==> src/matrix_product_modes_defines.svh <==
// Assertion macros shared by the matrix product block.
`ifndef MATRIX_PRODUCT_MODES_DEFINES_SVH
`define MATRIX_PRODUCT_MODES_DEFINES_SVH

// Same-cycle implication, checked on every rising edge outside reset.
`define MPM_ASSERT_NOW(lbl, ante, cons, msg) \
  lbl: assert property (@(posedge clk) disable iff (rst) (ante) |-> (cons)) \
    else $error(msg);

// Next-cycle implication, checked on every rising edge outside reset.
`define MPM_ASSERT_NEXT(lbl, ante, cons, msg) \
  lbl: assert property (@(posedge clk) disable iff (rst) (ante) |=> (cons)) \
    else $error(msg);

`endif

==> src/mpm_ram.sv <==
// Generic single-write, single-read RAM with a registered read port.
module mpm_ram #(
  parameter int WIDTH = 32,
  parameter int DEPTH = 64,
  localparam int AW = (DEPTH > 1) ? $clog2(DEPTH) : 1
) (
  input  logic             clk,
  input  logic             we,
  input  logic [AW-1:0]    waddr,
  input  logic [WIDTH-1:0] wdata,
  input  logic [AW-1:0]    raddr,
  output logic [WIDTH-1:0] rdata
);

  logic [WIDTH-1:0] mem [DEPTH];

  // Write port.
  always_ff @(posedge clk) begin
    if (we) begin
      mem[waddr] <= wdata;
    end
  end

  // Registered read port.
  always_ff @(posedge clk) begin
    rdata <= mem[raddr];
  end

endmodule

==> config.mk <==
export PLATFORM = sky130hd
export DESIGN_NAME = mpm_ram
export DESIGN_NICKNAME = d
export VERILOG_FILES = /design/src/matrix_product_modes_defines.svh /design/src/mpm_ram.sv
export SDC_FILE = /design/constraint.sdc
export NUM_CORES = 2
export LEC_CHECK = 0
export BUFFER_PORTS_ARGS = -buffer_cell sky130_fd_sc_hd__clkbuf_2
export CORE_MARGIN = 8
export CORE_UTILIZATION = 63
export CTS_CLUSTER_DIAMETER = 40
export DETAILED_ROUTE_END_ITERATION = 8
export PLACE_DENSITY = 0.79
export SLEW_MARGIN = 20
export SYNTH_ARGS = -nofsm -noshare
export SYNTH_HDL_FRONTEND = slang
export SYNTH_SLANG_ARGS = --single-unit
==> constraint.sdc <==
create_clock -name clk -period 5.3 [get_ports clk]
set_input_delay 1.06 -clock clk [delete_from_list [all_inputs] [get_ports clk]]
set_output_delay 1.06 -clock clk [all_outputs]
set_load 0.1 [all_outputs]
==> impl_metrics.tcl <==
set metrics [dict create \
    status "complete, no violations" \
    numCtsBuffers 206 \
    tightest_slew_ns 1.20 \
    cts_buffer_depth 3 \
    syn_inst 3324 \
    cts-root-buf "clkbuf_16" \
    finalSetupViolCount 0 \
    synth_top_area_share_pct 78.3 \
    cts_tree "built" \
    grt_overflow_total 0 \
    cp.required_ns 5.97 \
    yosys.area_share.simple_pct 1.27 \
    vias 39300 \
    grt_use_total_pct 31.2 \
    vias_per_cell 7.26 \
    hold_viol_final 0 \
    area_growth_pct 13.4 \
    critPathMaxFanout 38 \
    ant_nets 0 \
    clock_latency_ns 0.84 \
    clkSinkCount 2080 \
    hold_path_class "flip-flop to flip-flop" \
    yosysTopAreaCell "edfxtp_1" \
    synth_top_family_by_area "multiplexers" \
    dr.pass1.iters 8 \
    grt_pass1_wl_mm 298 \
    cp-end-kind "flip-flop" \
    yosys_warnings 0 \
    port-buffer-count 77 \
    synthXorXnorAreaFrac_pct 0 \
    fp.dieH_microns 369 \
    crit_arrival_ns 4.31 \
    die_w_microns 369 \
    wl_mm 213 \
    yosysSeqAreaShare_pct 79.1 \
    drc 0 \
    htreeDepth 4 \
    min_period_ns 3.64 \
    layout.cells.non_filler 5422 \
    clkTransAtPathRegs_ns 0.06 \
    place_congestion 0.872 \
    fin_crit_sh_pct 68.6 \
    rsz0062_at_grt "false" \
    final.fill_count 6539 \
    p_leak_nw 28.0 \
    irDropWorstVdd_uv 490 \
    startpoint_type "input port" \
    grt_pass1_vias 40500 \
    cellPowerDensity_nw_per_um2 395 \
    fin_tns_setup_ns 0 \
    ys_ff_latch 2080 \
    syn_area_per_cell_sq_um 23.6 \
    antenna_found_initial 16 \
    path_class "input port to flip-flop" \
    synthAdderAreaFrac_pct 0 \
    hold_buffers 0 \
    fp.coreArea_sq_um 124000 \
    drive_above_1_share_pct 31.8 \
    relSlewSlack_pct 19.9 \
    finish.net_count 3643 \
    hpwl_mm 113 \
    maxSlewViolCount 0 \
    placedCellCount 5026 \
    fmax_mhz 275 \
    synth_area_leaders "edfxtp_1 78%, mux4_2 16%, mux2i_1 1.2%" \
    rows 129 \
    syn_nets 3370 \
    post-cts-setup-buffers 0 \
    first_iter_violations 6511 \
    synth_compound_area_share_pct 1.67 \
    wire_per_inst_microns 39.3 \
    ios 78 \
    fin_skew_ns 0.0361 \
    syn_area_sq_um 78500 \
    maxCapViolCount 0 \
    initial_core_util_pct 63.5 \
    die_area_sq_um 136000 \
    grt_max_degree 78 \
    synth.area.mux_share_pct 16.8 \
    yosysUniqueCellTypes 34 \
    cts.repair.resized 0 \
]
worst max-delay path: stages:
cell and delay, ns:
buf_8 0.39, buf_12 0.31, buf_12 0.27, buf_4 0.30, mux4_2 0.54, mux2i_1 0.19
nor2_1 0.12, a311oi_1 0.88, nor3_1 0.13
area by class of cell:
class / count / area, sq um / area share (%)
Timing Repair Buffer: 247 / 1890 / 2.13
Clock buffer: 235 / 5390 / 6.05
Tap cell: 1637 / 2050 / 2.30
Antenna cell: 6 / 15.0 / 0.0169
Sequential cell: 2080 / 62100 / 69.8
Clock inverter: 155 / 1540 / 1.73
Multi-Input combinational cell: 1062 / 16000 / 18.0
final timing paths:
path	from	endpoint	slack, ns	cells past startpoint
worst max-delay path	raddr[0]	rdata[20]$_DFF_P_	1.66	9
worst min-delay path	mem[28][4]$_DFFE_PP_	rdata[4]$_DFF_P_	0.84	4
worst max register to register	mem[37][4]$_DFFE_PP_	rdata[4]$_DFF_P_	2.79	5
worst min register to register	mem[28][4]$_DFFE_PP_	rdata[4]$_DFF_P_	0.84	4
synthesized netlist by cell type (all sizes together):
library cell,n
edfxtp,2048
mux4,544
nor2,137
buf,108
mux2i,93
o22ai,84
clkbuf,74
a21oi,62
dfxtp,32
o221ai,27
nand2,26
nor2b,15
a22oi,12
a311oi,8
nand2b,8
nor3,7
nand3,5
nand3b,5
or3b,5
a41o,4
and3,4
o32ai,4
or2,3
or3,3
and2,2
nand4,2
a31oi,1
nand4b,1
registers in the layout (all words and copies together) (netlist names):
name,flops
mem,2048
rdata,32
layer usage:
| metal | vias up | GRT usage (%) | wire length (microns) |
|---|---|---|---|
| li1 | 14900 | - | - |
| met2 | 3406 | 50.1 | 104000 |
| met4 | 14 | 15.5 | 12100 |
| met3 | 663 | 8.37 | 28300 |
| met5 | - | 0 | 90 |
| met1 | 20400 | 40.0 | 68800 |
cells by family (layout without fill, tap and decap cells):
family                 after synthesis  count (layout)
AO/OA/AOI/OAI                      202             202
buffers and inverters              182             637
other                                0               6
flip-flops                        2080            2080
AND/OR/NAND/NOR                    223             223
multiplexers                       637             637
cells in the final DEF (no fill, tap or decap), types with 26 or more instances in the layout:
cell type     n
nor2_4       62
clkinv_1     30
clkbuf_16   209
buf_4       155
clkbuf_2     73
edfxtp_1   2048
mux2i_1      93
a21oi_1      62
nand2_1      26
mux4_2      544
clkinv_2     44
o221ai_1     27
o22ai_1      84
nor2_1       75
dfxtp_1      32
power breakdown:
group	switching [mW]	leakage, nW	internal (mW)
registers	0.0791	18.7	18.2
clock network	6.49	3.38	8.38
logic	1.41	5.94	0.628
total	7.98	28.0	27.2
per-stage QoR:
stage | power (mW) | util, % | area (sq um) | hold WS (ns) | setup slack, ns
5_1_grt | 35.9 | 72.0 | 89000 | 0.899 | 1.67
2_1_floorplan | 19.7 | - | 78500 | 0.663 | 1.08
4_1_cts | 35.2 | 72.0 | 89000 | 0.837 | 1.76
3_5_place_dp | 20.6 | 66.4 | 82100 | 0.791 | 0.889
6_report | 35.2 | 72.0 | 89000 | 0.838 | 1.66
3_3_place_gp | 20.5 | 66.3 | 82000 | 0.757 | 0.874
Power figures use the tool's default switching activity.
