==> src/matrix_product_modes_defines.svh <==
// Assertion macros shared by the matrix product block.
`ifndef MATRIX_PRODUCT_MODES_DEFINES_SVH
`define MATRIX_PRODUCT_MODES_DEFINES_SVH

// Same-cycle implication, checked on every rising edge outside reset.
`define MPM_ASSERT_NOW(lbl, ante, cons, msg) \
  lbl: assert property (@(posedge clk) disable iff (rst) (ante) |-> (cons)) \
    else $error(msg);

// Next-cycle implication, checked on every rising edge outside reset.
`define MPM_ASSERT_NEXT(lbl, ante, cons, msg) \
  lbl: assert property (@(posedge clk) disable iff (rst) (ante) |=> (cons)) \
    else $error(msg);

`endif

==> src/mpm_pkg.sv <==
// Shared types, constants and helpers of the matrix product block.
package mpm_pkg;

  // Default values of the top-level parameters.
  localparam int MAX_DIM_DEF    = 8;
  localparam int DATA_WIDTH_DEF = 32;
  localparam int FRAC_BITS_DEF  = 16;

  // Configuration port layout.
  localparam int CFG_IDX_W  = 3;
  localparam int CFG_DATA_W = 8;
  localparam int MODE_W     = 2;
  localparam int DIM_REG_W  = 4;

  // Register indexes.
  localparam logic [CFG_IDX_W-1:0] REG_PRODUCT_MODE = 3'd0;
  localparam logic [CFG_IDX_W-1:0] REG_ROWS_A       = 3'd1;
  localparam logic [CFG_IDX_W-1:0] REG_INNER_DIM    = 3'd2;
  localparam logic [CFG_IDX_W-1:0] REG_COLS_B       = 3'd3;

  // Product modes; the spare code behaves as matrix mode.
  localparam logic [MODE_W-1:0] MODE_MATRIX = 2'd0;
  localparam logic [MODE_W-1:0] MODE_ELEM   = 2'd1;
  localparam logic [MODE_W-1:0] MODE_SCALAR = 2'd2;
  localparam logic [MODE_W-1:0] MODE_SPARE  = 2'd3;

  // Controls from the sequencer to the multiply-accumulate unit.
  typedef struct packed {
    logic mul_en;
    logic acc_en;
    logic acc_clear;
  } mac_ctrl_t;

  // A zero dimension counts as one, a large one is clipped to the maximum.
  function automatic logic [DIM_REG_W-1:0] eff_dim(input logic [DIM_REG_W-1:0] d,
                                                   input int max_d);
    logic [DIM_REG_W-1:0] res;
    res = d;
    if (d == '0) begin
      res = DIM_REG_W'(1);
    end else if (int'(d) > max_d) begin
      res = DIM_REG_W'(max_d);
    end
    return res;
  endfunction

endpackage

==> src/mpm_mac.sv <==
// Shared multiply-accumulate unit with truncation and saturation of the sum.
module mpm_mac #(
  parameter int DATA_WIDTH = 32,
  parameter int FRAC_BITS  = 16,
  parameter int MAX_DIM    = 8
) (
  input  logic                  clk,
  input  mpm_pkg::mac_ctrl_t    ctrl,
  input  logic [DATA_WIDTH-1:0] a_data,
  input  logic [DATA_WIDTH-1:0] b_data,
  output logic [DATA_WIDTH-1:0] result,
  output logic                  sat
);
  import mpm_pkg::*;

  localparam int PROD_W = 2 * DATA_WIDTH;
  localparam int ACC_W  = PROD_W + $clog2(MAX_DIM) + 1;
  localparam int TOP_W  = ACC_W - DATA_WIDTH + 1;

  logic signed [PROD_W-1:0] prod;
  logic signed [ACC_W-1:0]  acc;
  logic signed [ACC_W-1:0]  prod_ext;
  logic signed [ACC_W-1:0]  shifted;
  logic [TOP_W-1:0]         upper;
  logic                     fits;

  // Product register: one multiplication per term.
  always_ff @(posedge clk) begin
    if (ctrl.mul_en) begin
      prod <= $signed(a_data) * $signed(b_data);
    end
  end

  assign prod_ext = {{(ACC_W - PROD_W){prod[PROD_W-1]}}, prod};

  // Exact accumulator; the first term of an element overwrites it.
  always_ff @(posedge clk) begin
    if (ctrl.acc_en) begin
      if (ctrl.acc_clear) begin
        acc <= prod_ext;
      end else begin
        acc <= acc + prod_ext;
      end
    end
  end

  // Truncate toward minus infinity, then clip to the data range.
  assign shifted = acc >>> FRAC_BITS;
  assign upper   = shifted[ACC_W-1:DATA_WIDTH-1];
  assign fits    = (&upper) || !(|upper);

  always_comb begin
    if (fits) begin
      result = shifted[DATA_WIDTH-1:0];
    end else if (shifted[ACC_W-1]) begin
      result = {1'b1, {(DATA_WIDTH-1){1'b0}}};
    end else begin
      result = {1'b0, {(DATA_WIDTH-1){1'b1}}};
    end
  end

  assign sat = !fits;

endmodule

==> config.mk <==
export PLATFORM = sky130hd
export DESIGN_NAME = mpm_mac
export DESIGN_NICKNAME = d
export VERILOG_FILES = /design/src/matrix_product_modes_defines.svh /design/src/mpm_pkg.sv /design/src/mpm_mac.sv
export SDC_FILE = /design/constraint.sdc
export NUM_CORES = 2
export LEC_CHECK = 0
export BUFFER_PORTS_ARGS = -buffer_cell sky130_fd_sc_hd__buf_4
export CORE_MARGIN = 2
export CORE_UTILIZATION = 38
export DETAILED_ROUTE_END_ITERATION = 8
export MAX_ROUTING_LAYER = met4
export RECOVER_POWER = 25
export SETUP_SLACK_MARGIN = 0.15
export SYNTH_ARGS = -nofsm -noshare
export SYNTH_HDL_FRONTEND = slang
export SYNTH_SLANG_ARGS = --single-unit
==> constraint.sdc <==
create_clock -name clk -period 25.7 [get_ports clk]
set_clock_uncertainty 0.1 [all_clocks]
set_input_delay 3.855 -clock clk [delete_from_list [all_inputs] [get_ports clk]]
set_output_delay 3.855 -clock clk [all_outputs]
set_load 0.03 [all_outputs]
==> results.md <==
* Fmax at between 80 and 90 MHz
* Crit start category: primary input
* Final min period at 11980 ps
* Synth cell count leaders: 1083 x fa_1, 991 x inv_1, 623 x nand2_1
* Area growth syn-to-layout at 5.32%
* NumNets Final at ~6000
* Main synth FF type: edfxtp_1
* Chip Height at 348 um
* Number of global-route vias before repair at 34135
* Post-synthesis xor/xnor area fraction at 0.0263
* Most frequent cell after synthesis: fa_1
* Initial Util at 0.382
* Post-Syn Area at 44900 sq um
* Final Setup Violations at 0
* Top post-synthesis cells by area: fa_1 48%, edfxtp_1 8.8%, inv_1 8.3%, and2_1 7.3%, ha_1 7.0%
* First-pass GRT wire length at 193000 um
* Final hold vios at 0
* Main combinational cell family by area after synthesis: adder cells
* Setup TNS at 0 ps
* DRC violations left at 0
* CP max stage cell: clkbuf_1
* #FFs+latches synth at about 130
* Core Area at 118000 sq um
* Hold path startpoint: prod[8]
* Worst-path clk slew at around 60 ps
* Yosys warns at 0
* Slew Limit Fails at ~150
* Kind of critical path: primary input to flop
* Critical Path RT at 25790 ps
* Drt first pass iters at 7
* Total Wirelength at 119000 um
* Crit-path max FO at 32
* IO Pins at 101
* Arrival @ worst endpoint at 12060 ps
* Buf/Inv on CP at 4
* CP Capture Type: flop
* Synth unique cells at 76
* Port Buffers at 100
* Status: complete, but fails checks
* Total CTS buffers at 17
* Fraction of the mapped netlist area in adder cells at 0.553
* RSZ-0062 raised after global routing: no
* Antenna viol nets, final at 0
* Sequential share of the synthesized area at 0.0883
* CTS Sinks at 132
* Via count at 31341
* Die width at 348 um
* Mux contribution to synthesized area at 0.000947
* Core Rows at 126
* Worst setup path start: a_data[0]
* Htree depth at 4
* Critical path's largest stage delay at 1250 ps
* Share of the synthesized area in the top cell type at 0.483
* RR Startpoint: prod[1]
* Post-DR wirelength/cell at 19.4 um
* Hold-fix buffers, CTS at 0
* Routability cong. at between 0.9 and 1
* Vias per cell at 5.08
* Post-CTS resize count at 0
* Mapped Cells at 4740
* Slew headroom at -1.21
* Post-Synth Simple-Gate Area at 0.155
* Clk Tree Root Cell: clkbuf_16
* Overall Global Routing Usage at 0.210
* EDFF count, synth at approximately 130
* Clk buf depth at 2
* Layout cells sized above 1 at 0.0350
* Antenna violations before repair at 7
* DPL Wire Length at 96600 um
* FFs w/ async S/R, synth at 0
* DR iter-0 viols at 2324
* Total congestion overflow at 0
* Post-synth top area cell: fa_1
* Failing checks: capacitance limit, slew limit
* Post-CTS Setup Inserts at 0
* CTS tree: yes
* Worst Hold Class: flop to flop
* Clock Latency Late Sink at 440 ps
* Largest net degree at the start of global routing at a little over 80
* Worst-Margin Slew at 3320 ps
* Crit path top cell by count: fa_1
* Syn_nets at 6142
* Final worst path period share at 0.466
* Synth Area in Compound Gates at 0.0734
* Mapped Avg Cell Area at roughly 9.5 sq um
* Die area at 121000 sq um
* Max_cap viols at 3
* CP delay by family, top: adder cells
[flip-flops by register name, indices dropped and copies added (netlist names)]
register / flops
acc: 68
prod: 64
[metal layers]
layer	wire (um)	track usage	up-vias
met3	9630	0.0398	72
met4	1460	0.0345	0
met2	51800	0.312	977
li1	-	-	14006
met5	0	-	-
met1	56500	0.302	16286
[cells by family (layout without fill, tap and decap cells)]
logic type,Yosys count,after routing
fa+ha+maj,1334,1334
flops,132,132
simple gates,1396,1396
compound gates,502,502
other cells,0,2
buf+inv,1237,1127
mux,4,4
xor+xnor,135,135
[through the flow]
step,instance area (sq um),hold WS [ps],utilization,setup WS [ps],instances
after floorplan,44900,431,-,14200,4740
after global placement,46700,449,0.397,13440,6134
after detailed placement,46700,458,0.397,13410,6134
after CTS,47300,468,0.402,13860,6166
after global routing,47300,497,0.402,13300,6168
final,47300,466,0.402,13720,6168
[path summary, 6_finish.rpt]
| kind | end | slack [ps] | depth (start not counted) |
|---|---|---|---|
| max reg2reg | acc[67] | 21620 | 12 |
| min | acc[8] | 470 | 2 |
| min reg2reg | acc[8] | 470 | 2 |
| max | prod[57] | 13720 | 25 |
[final cells by class]
| cell class | instances | area [sq um] |
|---|---|---|
| clock inverter | 15 | 191 |
| multi-input combinational | 3371 | 36300 |
| sequential | 132 | 3960 |
| fill | 11708 | 70300 |
| clock buffer | 17 | 425 |
| antenna | 2 | 5.00 |
| inverter | 991 | 3720 |
| timing repair buffer | 104 | 769 |
| tap | 1536 | 1920 |
[worst register-to-register path, stage by stage, from the launching register on]
cell and delay, ps:
edfxtp_1 400, ha_1 330, a211oi_1 280, nor2_1 130, o311ai_1 400, o21ai_0 350, a32oi_1 540, a21oi_1 240
o21ai_1 180, a31oi_1 260, a2111oi_2 420, a221oi_2 70, xnor2_1 140
[placed cells by master (no fill, tap or decap), types with 8 or more instances in the layout]
cell	count
fa_1	1083
inv_1	991
nand2_1	623
and2_1	526
ha_1	251
edfxtp_1	132
a21oi_1	127
o21ai_0	111
a21o_1	101
buf_4	101
xnor2_1	86
nor2_1	85
xor2_1	49
nand4_1	26
o21bai_1	25
nand3_1	24
nor2b_1	21
nand2b_1	20
and3_1	20
nor3_1	18
o21a_1	18
a31oi_1	18
clkbuf_16	17
o21ai_1	14
o211ai_1	8
Power is not shown: default switching activity piles up to over one toggle a cycle in this logic, so the estimate is an artifact.
