$ cat src/matrix_product_modes_defines.svh
// Assertion macros shared by the matrix product block.
`ifndef MATRIX_PRODUCT_MODES_DEFINES_SVH
`define MATRIX_PRODUCT_MODES_DEFINES_SVH

// Same-cycle implication, checked on every rising edge outside reset.
`define MPM_ASSERT_NOW(lbl, ante, cons, msg) \
  lbl: assert property (@(posedge clk) disable iff (rst) (ante) |-> (cons)) \
    else $error(msg);

// Next-cycle implication, checked on every rising edge outside reset.
`define MPM_ASSERT_NEXT(lbl, ante, cons, msg) \
  lbl: assert property (@(posedge clk) disable iff (rst) (ante) |=> (cons)) \
    else $error(msg);

`endif

$ cat src/mpm_pkg.sv
// Shared types, constants and helpers of the matrix product block.
package mpm_pkg;

  // Default values of the top-level parameters.
  localparam int MAX_DIM_DEF    = 8;
  localparam int DATA_WIDTH_DEF = 32;
  localparam int FRAC_BITS_DEF  = 16;

  // Configuration port layout.
  localparam int CFG_IDX_W  = 3;
  localparam int CFG_DATA_W = 8;
  localparam int MODE_W     = 2;
  localparam int DIM_REG_W  = 4;

  // Register indexes.
  localparam logic [CFG_IDX_W-1:0] REG_PRODUCT_MODE = 3'd0;
  localparam logic [CFG_IDX_W-1:0] REG_ROWS_A       = 3'd1;
  localparam logic [CFG_IDX_W-1:0] REG_INNER_DIM    = 3'd2;
  localparam logic [CFG_IDX_W-1:0] REG_COLS_B       = 3'd3;

  // Product modes; the spare code behaves as matrix mode.
  localparam logic [MODE_W-1:0] MODE_MATRIX = 2'd0;
  localparam logic [MODE_W-1:0] MODE_ELEM   = 2'd1;
  localparam logic [MODE_W-1:0] MODE_SCALAR = 2'd2;
  localparam logic [MODE_W-1:0] MODE_SPARE  = 2'd3;

  // Controls from the sequencer to the multiply-accumulate unit.
  typedef struct packed {
    logic mul_en;
    logic acc_en;
    logic acc_clear;
  } mac_ctrl_t;

  // A zero dimension counts as one, a large one is clipped to the maximum.
  function automatic logic [DIM_REG_W-1:0] eff_dim(input logic [DIM_REG_W-1:0] d,
                                                   input int max_d);
    logic [DIM_REG_W-1:0] res;
    res = d;
    if (d == '0) begin
      res = DIM_REG_W'(1);
    end else if (int'(d) > max_d) begin
      res = DIM_REG_W'(max_d);
    end
    return res;
  endfunction

endpackage

$ cat src/mpm_seq.sv
// Sequencer: walks the result elements and their terms and drives the shared unit.
module mpm_seq #(
  parameter int MAX_DIM = 8,
  localparam int DEPTH  = MAX_DIM * MAX_DIM,
  localparam int ADDR_W = (DEPTH > 1) ? $clog2(DEPTH) : 1
) (
  input  logic                               clk,
  input  logic                               rst,
  input  logic                               start,
  input  logic [mpm_pkg::MODE_W-1:0]         mode,
  input  logic [mpm_pkg::DIM_REG_W-1:0]      dim_r,
  input  logic [mpm_pkg::DIM_REG_W-1:0]      dim_k,
  input  logic [mpm_pkg::DIM_REG_W-1:0]      dim_c,
  input  logic                               out_free,
  output logic [ADDR_W-1:0]                  a_addr,
  output logic [ADDR_W-1:0]                  b_addr,
  output mpm_pkg::mac_ctrl_t                 ctrl,
  output logic                               emit,
  output logic                               last,
  output logic                               busy
);
  import mpm_pkg::*;

  localparam int DIM_W = (MAX_DIM > 1) ? $clog2(MAX_DIM) : 1;

  localparam logic [2:0] S_IDLE  = 3'd0;
  localparam logic [2:0] S_ISSUE = 3'd1;
  localparam logic [2:0] S_MUL   = 3'd2;
  localparam logic [2:0] S_ACC   = 3'd3;
  localparam logic [2:0] S_FIN   = 3'd4;

  logic [2:0]        state;
  logic [DIM_W-1:0]  row;
  logic [DIM_W-1:0]  col;
  logic [DIM_W-1:0]  term;
  logic [ADDR_W-1:0] b_base;
  logic [ADDR_W-1:0] idx;

  logic              row_end;
  logic              col_end;
  logic              term_end;
  logic [DIM_W-1:0]  row_next;
  logic [DIM_W-1:0]  col_next;
  logic [ADDR_W-1:0] b_base_next;
  logic [ADDR_W-1:0] idx_next;

  // Position tests within the result and within the current sum.
  assign row_end  = (DIM_REG_W'(row) == dim_r - DIM_REG_W'(1));
  assign col_end  = (DIM_REG_W'(col) == dim_c - DIM_REG_W'(1));
  assign term_end = (mode != MODE_MATRIX) || (DIM_REG_W'(term) == dim_k - DIM_REG_W'(1));
  assign last     = row_end && col_end;

  // Column-major step to the following result element.
  always_comb begin
    row_next    = row + DIM_W'(1);
    col_next    = col;
    b_base_next = b_base;
    idx_next    = idx + ADDR_W'(1);
    if (row_end) begin
      row_next    = '0;
      col_next    = col + DIM_W'(1);
      b_base_next = b_base + ADDR_W'(dim_k);
    end
  end

  assign busy           = (state != S_IDLE);
  assign emit           = (state == S_FIN) && out_free;
  assign ctrl.mul_en    = (state == S_MUL);
  assign ctrl.acc_en    = (state == S_ACC);
  assign ctrl.acc_clear = (term == '0);

  // Main sequencer with its counters and operand pointers.
  always_ff @(posedge clk) begin
    if (rst) begin
      state  <= S_IDLE;
      row    <= '0;
      col    <= '0;
      term   <= '0;
      b_base <= '0;
      idx    <= '0;
      a_addr <= '0;
      b_addr <= '0;
    end else begin
      case (state)
        S_IDLE: begin
          if (start) begin
            row    <= '0;
            col    <= '0;
            term   <= '0;
            b_base <= '0;
            idx    <= '0;
            a_addr <= '0;
            b_addr <= '0;
            state  <= S_ISSUE;
          end
        end
        S_ISSUE: begin
          state <= S_MUL;
        end
        S_MUL: begin
          state <= S_ACC;
        end
        S_ACC: begin
          if (term_end) begin
            state <= S_FIN;
          end else begin
            term   <= term + DIM_W'(1);
            a_addr <= a_addr + ADDR_W'(dim_r);
            b_addr <= b_addr + ADDR_W'(1);
            state  <= S_ISSUE;
          end
        end
        S_FIN: begin
          if (out_free) begin
            if (last) begin
              state <= S_IDLE;
            end else begin
              row    <= row_next;
              col    <= col_next;
              b_base <= b_base_next;
              idx    <= idx_next;
              term   <= '0;
              case (mode)
                MODE_ELEM: begin
                  a_addr <= idx_next;
                  b_addr <= idx_next;
                end
                MODE_SCALAR: begin
                  a_addr <= '0;
                  b_addr <= idx_next;
                end
                default: begin
                  a_addr <= ADDR_W'(row_next);
                  b_addr <= b_base_next;
                end
              endcase
              state <= S_ISSUE;
            end
          end
        end
        default: begin
          state <= S_IDLE;
        end
      endcase
    end
  end

endmodule

$ cat config.mk
export PLATFORM = sky130hd
export DESIGN_NAME = mpm_seq
export DESIGN_NICKNAME = d
export VERILOG_FILES = /design/src/matrix_product_modes_defines.svh /design/src/mpm_pkg.sv /design/src/mpm_seq.sv
export SDC_FILE = /design/constraint.sdc
export NUM_CORES = 1
export LEC_CHECK = 0
export BUFFER_PORTS_ARGS = -buffer_cell sky130_fd_sc_hd__clkbuf_2
export CAP_MARGIN = 20
export CORE_ASPECT_RATIO = 1.25
export CORE_MARGIN = 1.5
export CORE_UTILIZATION = 30
export DETAILED_ROUTE_END_ITERATION = 7
export GPL_ROUTABILITY_DRIVEN = 0
export GPL_TIMING_DRIVEN = 0
export PLACE_DENSITY_LB_ADDON = 0.08
export SYNTH_ARGS = -nofsm -noshare
export SYNTH_HDL_FRONTEND = slang
export SYNTH_SLANG_ARGS = --single-unit
$ cat constraint.sdc
create_clock -name clk -period 2.1 [get_ports clk]
set_input_delay 0.21 -clock clk [delete_from_list [all_inputs] [get_ports clk]]
set_output_delay 0.21 -clock clk [all_outputs]
set_load 0.03 [all_outputs]
==> results of run 1 <==
==> power groups by stage <==
stage	clock [mW]	sequential (mW)	combinational (mW)
3_5_place_dp	0	0.784	0.692
3_3_place_gp	0	0.783	0.691
6_report	0.555	0.773	0.810
5_1_grt	0.603	0.781	0.877
4_1_cts	0.573	0.770	0.761
2_1_floorplan	0	0.830	0.440
==> area by class of cell <==
type                       count  area share (%)
buffer                        16            3.61
clock inverter                 2           0.465
timing repair buffer          41            7.56
multi-input combinational    250            57.6
sequential                    36            22.5
clock buffer                   6            2.56
inverter                      16            1.94
tap                           97            3.76
==> flip-flops by register name, indices dropped and copies added (netlist names) <==
name	flops
term	3
a_addr	6
col	3
b_addr	6
idx	6
state	3
row	3
b_base	6
==> cells by family (layout without fill, tap and decap cells) <==
| group | count (synthesis) | count (layout) | share of synthesized area, % |
|---|---|---|---|
| xor+xnor | 24 | 24 | 8.10 |
| simple gates | 105 | 105 | 20.7 |
| compound gates | 99 | 99 | 26.6 |
| flops | 36 | 36 | 27.8 |
| buf+inv | 32 | 81 | 5.69 |
| mux | 1 | 1 | 0.386 |
| fa+ha+maj | 21 | 21 | 10.7 |
==> layout by cell type (no fill, tap or decap), drive strengths merged, types with 3 or more instances in the layout <==
master | Yosys | final
nand4 | 5 | 5
o21ai | 18 | 18
o31a | 3 | 3
nand3 | 16 | 16
a21oi | 26 | 26
dfxtp | 36 | 36
clkbuf | 9 | 47
a31oi | 5 | 5
and3 | 4 | 4
nor3 | 19 | 19
inv | 15 | 15
xnor2 | 12 | 12
a211oi | 5 | 5
o21a | 4 | 4
nand2 | 25 | 25
or3 | 3 | 3
nor2 | 16 | 16
ha | 19 | 19
nor2b | 6 | 6
o211ai | 3 | 3
a311oi | 3 | 3
o22ai | 6 | 6
o31ai | 5 | 5
o32ai | 3 | 3
or2 | 3 | 3
xor2 | 12 | 12
buf | 7 | 16
a21o | 3 | 3
==> synthesized netlist by cell type (all sizes together) (6+ instances only) <==
cell type | count | share of area (%)
nor2b | 6 | 1.4
a21oi | 26 | 5.0
nand2 | 25 | 3.7
xor2 | 12 | 4.1
nand3 | 16 | 3.1
o22ai | 6 | 1.4
ha | 19 | 9.2
inv | 15 | 2.2
xnor2 | 12 | 4.1
dfxtp | 36 | 28
buf | 7 | 2.1
o21ai | 18 | 3.5
nor2 | 16 | 2.4
nor3 | 19 | 3.9
clkbuf | 9 | 1.3
==> worst max path at each step <==
| stage | start | endpoint | slack (ps) | depth (start not counted) |
|---|---|---|---|---|
| global route | col[2] | last | -30 | 5 |
| finish | dim_r[1] | b_addr[4] | 60 | 11 |
| CTS | row[2] | col[2] | -30 | 9 |
| detailed placement | dim_r[1] | b_addr[0] | -560 | 10 |
| floorplan | dim_r[0] | b_addr[0] | 100 | 9 |
| global placement | dim_r[1] | b_addr[0] | -530 | 10 |
==> routing by layer <==
layer,global-route usage (%),vias up
met5,0,-
met4,7.26,0
met3,2.54,11
met2,33.2,54
met1,24.3,1251
li1,-,1272
==> critical path: stages <==
cell,delay (ps)
clkbuf_4,140
inv_1,50
ha_1,280
xor2_1,160
o211ai_1,190
or2_1,280
buf_6,130
buf_2,180
and3_1,190
o32ai_1,280
a21oi_1,110
==> what timing repair did <==
item,4_1_cts,5_1_grt
pin swaps,5,8
gates cloned,0,1
gates resized for setup,24,31
setup endpoints to repair,34,33
buffers inserted,6,1
==> through the flow <==
| stage | cell area [µm²] | std cells | hold WS, ps | setup TNS, ps |
|---|---|---|---|---|
| 2_1_floorplan | 2600 | 318 | 424 | 0 |
| 3_3_place_gp | 2890 | 449 | 456 | -14320 |
| 3_5_place_dp | 2890 | 449 | 459 | -15100 |
| 4_1_cts | 3130 | 463 | 229 | -26.1 |
| 5_1_grt | 3230 | 464 | 271 | -62.7 |
| 6_report | 3230 | 464 | 241 | 0 |
==> Flow_metrics.wiki, run 1 <==
{| class="wikitable"
! Metric !! Value
|-
| Sink Count || 36
|-
| FF-to-FF End || col[2]
|-
| Count of endpoints failing setup in the final report || 0
|-
| Clock root cell || clkbuf_8
|-
| Average wire per cell in the routed design || 18.7 µm
|-
| Top layer reached by signal wires || met4
|-
| Fill cell total of the finished layout || 878
|-
| Arrival time worst endpoint || 2200 ps
|-
| Maximum fanout along the worst path || 10
|-
| Detailed router's first-iteration violation count || 101
|-
| Worst-Skew Late Latency || 300 ps
|-
| Post-synthesis register bit count || 36
|-
| Final count of pins violating max slew || 0
|-
| Met2 wire length || 4330 µm
|-
| Net switching power of the design || 0.832 mW
|-
| Time the worst path needs with I/O delays and setup || 2040 ps
|-
| Number of global-route vias before repair || 2,614
|-
| Vias after detailed routing || 2,588
|-
| GRT Residual Overflow || 0
|-
| Seq. cell area || 727 µm²
|-
| Path type of the worst setup path || in2reg
|-
| Post-placement worst setup slack || -557 ps
|-
| Total inserted antenna cells || 0
|-
| Post-synthesis instance area || 2590 µm²
|-
| Met1 wire length || 3810 µm
|-
| Number of synthesized flops with an enable pin || 0
|-
| Global-route total usage across every layer || 19.3%
|-
| Area occupied by multi-input gates || 1860 µm²
|-
| Global-route wire length before repair || 13,700 µm
|-
| Endpoint with the worst hold slack || state[2]
|-
| Clock tree from TritonCTS || built
|-
| Largest vdd supply drop || 0.309 mV
|-
| Area enclosed by the die boundary || 9220 µm²
|-
| Sequential element share of the synthesized area || 27.8%
|-
| Distinct cells, synth || 62
|-
| Number of buffers created by CTS || 5
|-
| Post-detailed-route via-to-cell ratio || 5.58
|-
| Largest clock skew in the final design || 6.88 ps
|-
| Setup crit start kind || input pin
|-
| CTS Hold Bufs || 0
|-
| Sequential cell fraction of total power || 36.1%
|-
| Fraction of registers with async set or reset after synthesis || 0%
|-
| Depth of the worst hold-timing path || 4
|-
| Drt drc || 0
|-
| Number of antenna violations at the first check in global routing || 0
|-
| Final count of hold timing violations || 0
|-
| Yosys warning count || 0
|-
| Post-layout nets || 405
|-
| Headroom to the max-slew limit || 51.0%
|-
| Actual transition at the worst max-transition pin || 735 ps
|-
| Syn-to-layout area delta || 24.4%
|-
| Worst-case setup margin in the final layout || 60.4 ps
|-
| Peak clock frequency supported by timing || 490 MHz
|-
| Clk pwr share || 25.9%
|-
| Clock tree buffer depth || 2
|-
| Number of core rows || 37
|-
| Top FF cell, synth || dfxtp_1
|-
| Post-route clock period utilization || 97.1%
|-
| Met3 Routed Length || 381 µm
|-
| Final design utilization || 38.7%
|-
| Class of the most critical hold timing path || in2reg
|-
| Clock-pin slew of the registers on the worst-case setup and hold paths || 80 ps
|-
| Post-Syn Instances || 318
|-
| Number of nets produced by synthesis || 357
|-
| Hold Path Origin || out_free
|-
| Setup crit end kind || flop
|-
| Power per unit of standard cell area || 663 nW/µm²
|-
| RSZ-0062 raised after global routing || true
|-
| Internal power || 1.31 mW
|-
| R2r setup slk || 70 ps
|-
| Logic pwr share || 37.9%
|-
| Die width || 86.2 µm
|-
| Worst Path Required || 2260 ps
|-
| Average footprint of a synthesized cell || 8.16 µm²
|-
| H-tree level count || 2
|-
| Total detailed-routing wirelength || 8660 µm
|-
| Cells on worst reg2reg path || 8
|-
| Design Power || 2.14 mW
|-
| Hpwl dp || 6270 µm
|-
| Count of input and output buffers || 34
|-
| Switch share || 38.9%
|-
| Pin count of the biggest net entering global routing || 13
|-
| Run status || completed
|-
| Number of routed nets with antenna violations || 0
|-
| Detailed-router iteration count before antenna repair || 4
|-
| Fraction of layout cells with a size suffix above 1 || 27.0%
|-
| Core Footprint || 8330 µm²
|-
| Reg-to-reg startpoint || row[2]
|-
| I/O Pins || 36
|-
| Max-Cap Viols || 0
|-
| Static leakage || 1.26 nW
|-
| Die Height || 107 µm
|-
| Starting density of the core || 31.1%
|}
(Power assumes the default switching activity.)
==> run 2, diff against run 1 <==
Settings changed: BUFFER_PORTS_ARGS -buffer_cell sky130_fd_sc_hd__clkbuf_2 to -buffer_cell sky130_fd_sc_hd__buf_2.
==> Flow_metrics.wiki, run 2 (synthesis results as in run 1) <==
{| class="wikitable"
! Metric !! Value
|-
| Run status || completed
|-
| Design Power || 2.16 mW
|-
| Die width || 86.2 µm
|-
| Clock root cell || clkbuf_8
|-
| Clock-pin slew of the registers on the worst-case setup and hold paths || 80 ps
|-
| Drt drc || 0
|-
| GRT Residual Overflow || 0
|-
| Total inserted antenna cells || 0
|-
| CTS Hold Bufs || 0
|-
| Power per unit of standard cell area || 665 nW/µm²
|-
| Count of buffer and inverter cells on the critical path || 0
|-
| Global-route wire length before repair || 13,600 µm
|-
| Detailed-router iteration count before antenna repair || 4
|-
| Final count of hold timing violations || 0
|-
| Core Footprint || 8330 µm²
|-
| Number of antenna violations at the first check in global routing || 0
|-
| Largest vdd supply drop || 0.275 mV
|-
| Top cell family by delay on the critical path || compound AO/OA/AOI/OAI gates
|-
| Die Height || 107 µm
|-
| Count of endpoints failing setup in the final report || 0
|-
| Static leakage || 1.27 nW
|-
| Actual transition at the worst max-transition pin || 782 ps
|-
| Syn-to-layout area delta || 25.5%
|-
| Post-detailed-route via-to-cell ratio || 5.56
|-
| Cell total after placement || 449
|-
| Post-route clock period utilization || 95.9%
|-
| Worst Path Required || 2260 ps
|-
| Final count of pins violating max slew || 0
|-
| Post-layout nets || 405
|-
| Cell with the largest stage delay on the worst path || fa_1
|-
| Setup TNS || 0 ps
|-
| Global-route total usage across every layer || 19.2%
|-
| Area enclosed by the die boundary || 9220 µm²
|-
| Number of global-route vias before repair || 2,511
|-
| Fraction of layout cells with a size suffix above 1 || 28.6%
|-
| I/O Pins || 36
|-
| Fill cell total of the finished layout || 872
|-
| Number of routed nets with antenna violations || 0
|-
| Path type of the worst setup path || reg2reg
|-
| Max-Cap Viols || 0
|-
| Number of buffers created by CTS || 5
|-
| Vias after detailed routing || 2,581
|-
| Clock tree from TritonCTS || built
|-
| Class of the most critical hold timing path || in2reg
|-
| Worst-Skew Late Latency || 300 ps
|-
| Most common library cell in the layout ignoring fill and taps || buf_2
|-
| Time the worst path needs with I/O delays and setup || 2010 ps
|-
| Commonest cells after routing, fill and taps aside || buf_2 (35), dfxtp_1 (33), nand2_1 (24), a21oi_1 (21), ha_1 (19)
|-
| Final design utilization || 39.1%
|-
| Number of core rows || 37
|-
| Clock tree buffer depth || 2
|-
| Average wire per cell in the routed design || 18.9 µm
|-
| Maximum fanout along the worst path || 4
|-
| Critical path cell sequence || ha_1 > fa_1 > a21o_1 > a21oi_2 > nor4b_1 > o32ai_1 > a21oi_1
|-
| Total detailed-routing wirelength || 8780 µm
|-
| Setup crit start kind || flop
|-
| Pin count of the biggest net entering global routing || 13
|-
| Sink Count || 36
|-
| Largest clock skew in the final design || 5.97 ps
|-
| Number of cells in the finished layout apart from fillers || 464
|-
| Headroom to the max-slew limit || 47.9%
|-
| H-tree level count || 2
|-
| Arrival time worst endpoint || 2180 ps
|-
| Largest stage delay, worst path || 400 ps
|-
| Count of input and output buffers || 34
|-
| Detailed router's first-iteration violation count || 108
|-
| RSZ-0062 raised after global routing || false
|-
| Starting density of the core || 31.1%
|-
| Hpwl dp || 6290 µm
|-
| Peak clock frequency supported by timing || 497 MHz
|-
| Setup crit end kind || flop
|}
-- run 2: cell types whose count changed in the layout (fill, tap and decap cells not counted), moves of 2 or more --
cell and delta:
buf_6 -2, a21oi_2 +3, buf_2 +32, clkbuf_2 -32
buf_4 +4, a21oi_1 -3
-- run 2: worst reg2reg max path, stage by stage, from the launching register on --
cell and delay, ps:
dfxtp_1 350, ha_1 230, fa_1 400, a21o_1 180
a21oi_2 240, nor4b_1 80, o32ai_1 280, a21oi_1 100
-- run 2: what timing repair did --
item / 4_1_cts / 5_1_grt
setup endpoints to repair: 34 / 34
gates cloned: 0 / 1
pin swaps: 5 / 8
resized for setup: 26 / 33
buffers inserted: 4 / 5
-- run 2: routing by layer --
metal,GRT usage [%],routed length [µm]
met5,0,0
met4,5.30,92
met3,2.69,324
met2,33.6,4420
met1,24.5,3950
-- run 2: path summary, 6_finish.rpt --
check | startpoint | endpoint | slack [ps] | depth (start not counted)
setup / recovery | b_base[0] | b_addr[4] | 90 | 7
hold / removal | out_free | state[2] | 220 | 4
setup reg to reg | b_base[0] | b_addr[4] | 90 | 7
hold reg to reg | idx[5] | idx[5] | 470 | 2
-- run 2: area by class of cell --
type,instances,area (µm²),share of cell area (%)
repair buffers,43,268,8.23
flip-flops and latches,36,729,22.4
well taps,97,121,3.73
clock buffers,6,82.6,2.54
clock inverters,2,15.0,0.461
plain buffers,14,88.8,2.73
inverters,16,62.6,1.92
multi-input cells,250,1890,58.0
-- run 2: report_power, final --
part,switching [mW],internal [mW],total [mW]
logic,0.502,0.327,0.828
registers,0.0462,0.723,0.769
clock network,0.301,0.266,0.567
-- run 2: per-stage QoR --
| stage | worst slack, ps | cell area [µm²] | hold WS (ps) |
|---|---|---|---|
| 2_1_floorplan | 96.6 | 2600 | 424 |
| 3_3_place_gp | -525 | 2890 | 455 |
| 3_5_place_dp | -549 | 2890 | 459 |
| 4_1_cts | -30.3 | 3100 | 230 |
| 5_1_grt | 0.718 | 3250 | 260 |
| 6_report | 86.2 | 3250 | 224 |
==> run 3, diff against run 2 <==
Settings changed: CTS_BUF_LIST set to sky130_fd_sc_hd__clkbuf_4, REMOVE_ABC_BUFFERS set to 1.
==> Flow_metrics.wiki, run 3 (synthesis results as in run 1) <==
{| class="wikitable"
! Metric !! Value
|-
| CTS Hold Bufs || 0
|-
| Post-layout nets || 394
|-
| Worst Path Required || 1890 ps
|-
| Number of routed nets with antenna violations || 0
|-
| Logic pwr share || 36.2%
|-
| Vias after detailed routing || 2,526
|-
| Die width || 86.2 µm
|-
| Cell total after placement || 436
|-
| Clock-pin slew of the registers on the worst-case setup and hold paths || 120 ps
|-
| Average wire per cell in the routed design || 17.3 µm
|-
| I/O Pins || 36
|-
| FF-to-FF End || b_addr[4]
|-
| Drt drc || 0
|-
| H-tree level count || 2
|-
| Fraction of layout cells with a size suffix above 1 || 25.0%
|-
| Switch share || 39.7%
|-
| Clock tree buffer depth || 2
|-
| Largest clock skew in the final design || 15.1 ps
|-
| Clk pwr share || 21.9%
|-
| Time the worst path needs with I/O delays and setup || 2020 ps
|-
| Arrival time worst endpoint || 1810 ps
|-
| R2r setup slk || 100 ps
|-
| Commonest cells after routing, fill and taps aside || buf_2 (34), dfxtp_1 (31), a21oi_1 (24), nand2_1 (23), ha_1 (19)
|-
| Die Height || 107 µm
|-
| Number of buffers created by CTS || 5
|-
| Number of core rows || 37
|-
| Post-route clock period utilization || 96.1%
|-
| GRT Residual Overflow || 0
|-
| Worst-case setup margin in the final layout || 80.9 ps
|-
| Path type of the worst setup path || reg2out
|-
| Max-Cap Viols || 0
|-
| Total inserted antenna cells || 0
|-
| Clock root cell || clkbuf_4
|-
| Detailed router's first-iteration violation count || 125
|-
| Sequential cell fraction of total power || 42.0%
|-
| Actual transition at the worst max-transition pin || 772 ps
|-
| Cells on worst reg2reg path || 7
|-
| Run status || completed
|-
| Detailed-router iteration count before antenna repair || 4
|-
| Total detailed-routing wirelength || 7830 µm
|-
| Number of global-route vias before repair || 2,516
|-
| Syn-to-layout area delta || 18.6%
|-
| Internal power || 1.14 mW
|-
| Pin count of the biggest net entering global routing || 35
|-
| Net switching power of the design || 0.749 mW
|-
| Depth of the worst hold-timing path || 4
|-
| Minimum hold slack || 191 ps
|-
| Global-route total usage across every layer || 18.1%
|-
| Area enclosed by the die boundary || 9220 µm²
|-
| Starting density of the core || 31.1%
|-
| Setup crit start kind || flop
|-
| Count of input and output buffers || 35
|-
| Post-detailed-route via-to-cell ratio || 5.58
|-
| Endpoint with the worst hold slack || state[2]
|-
| Worst-Skew Late Latency || 350 ps
|-
| Number of antenna violations at the first check in global routing || 0
|-
| Final count of hold timing violations || 0
|-
| Count of endpoints failing setup in the final report || 0
|-
| Headroom to the max-slew limit || 48.5%
|-
| Peak clock frequency supported by timing || 495 MHz
|-
| Fill cell total of the finished layout || 903
|-
| Final count of pins violating max slew || 0
|-
| Sink Count || 36
|-
| Class of the most critical hold timing path || in2reg
|-
| Setup crit end kind || primary output
|-
| Largest vdd supply drop || 0.241 mV
|-
| Post-placement worst setup slack || -916 ps
|-
| Maximum fanout along the worst path || 4
|-
| Core Footprint || 8330 µm²
|-
| Most common library cell in the layout ignoring fill and taps || buf_2
|-
| Clock tree from TritonCTS || built
|-
| Hpwl dp || 5560 µm
|-
| Power per unit of standard cell area || 614 nW/µm²
|-
| Reg-to-reg startpoint || b_base[0]
|-
| Hold Path Origin || out_free
|-
| Global-route wire length before repair || 12,900 µm
|-
| Static leakage || 1.21 nW
|-
| Number of cells in the finished layout apart from fillers || 453
|}
[run 3: worst max-delay path, stage by stage (launching register included)]
cell      delay (ps)
dfxtp_2          360
xnor2_1          200
o211ai_1         170
or2_4            320
nor2_2           200
buf_4            190
[run 3: how the worst max path moves through the flow]
stage,from,endpoint
CTS,col[0],last
global placement,dim_r[1],b_addr[0]
finish,row[2],last
detailed placement,dim_r[0],b_addr[3]
floorplan,dim_r[0],b_addr[0]
global route,row[2],last
[run 3: final cells by class]
class / instances / area (µm²) / share of cell area, %
clock inverters: 1 / 3.75 / 0.122
clock buffers: 7 / 52.6 / 1.71
multi-input cells: 250 / 1840 / 59.8
inverters: 16 / 65.1 / 2.12
well taps: 97 / 121 / 3.95
flip-flops and latches: 36 / 727 / 23.6
repair buffers: 46 / 268 / 8.71
[run 3: power groups by stage]
stage	clock (mW)	combinational (mW)	sequential, mW
6_report	0.413	0.684	0.793
5_1_grt	0.461	0.749	0.806
4_1_cts	0.433	0.671	0.788
3_5_place_dp	0	0.637	0.799
3_3_place_gp	0	0.619	0.799
2_1_floorplan	0	0.380	0.844
[run 3: metal layers]
| layer | GRT usage, % | share of wire [%] |
|---|---|---|
| met1 | 24.0 | 45 |
| met4 | 7.60 | 2.6 |
| met3 | 2.54 | 4.3 |
| met2 | 29.2 | 48 |
| met5 | 0 | 0 |
[run 3: repair_timing]
item	4_1_cts	5_1_grt
setup endpoints to repair	34	15
pin swaps	4	2
setup buffers	3	6
resized for setup	20	14
gates cloned	0	0
[run 3: per-stage QoR]
step / power [mW] / cell area, µm² / util, % / TNS [ps]
finish: 1.89 / 3080 / 36.9 / 0
global route: 2.02 / 3080 / 36.9 / -39.0
global placement: 1.42 / 2800 / 33.6 / -30380
floorplan: 1.22 / 2510 / - / -4000
CTS: 1.89 / 2970 / 35.7 / 0
detailed placement: 1.44 / 2830 / 33.9 / -23570
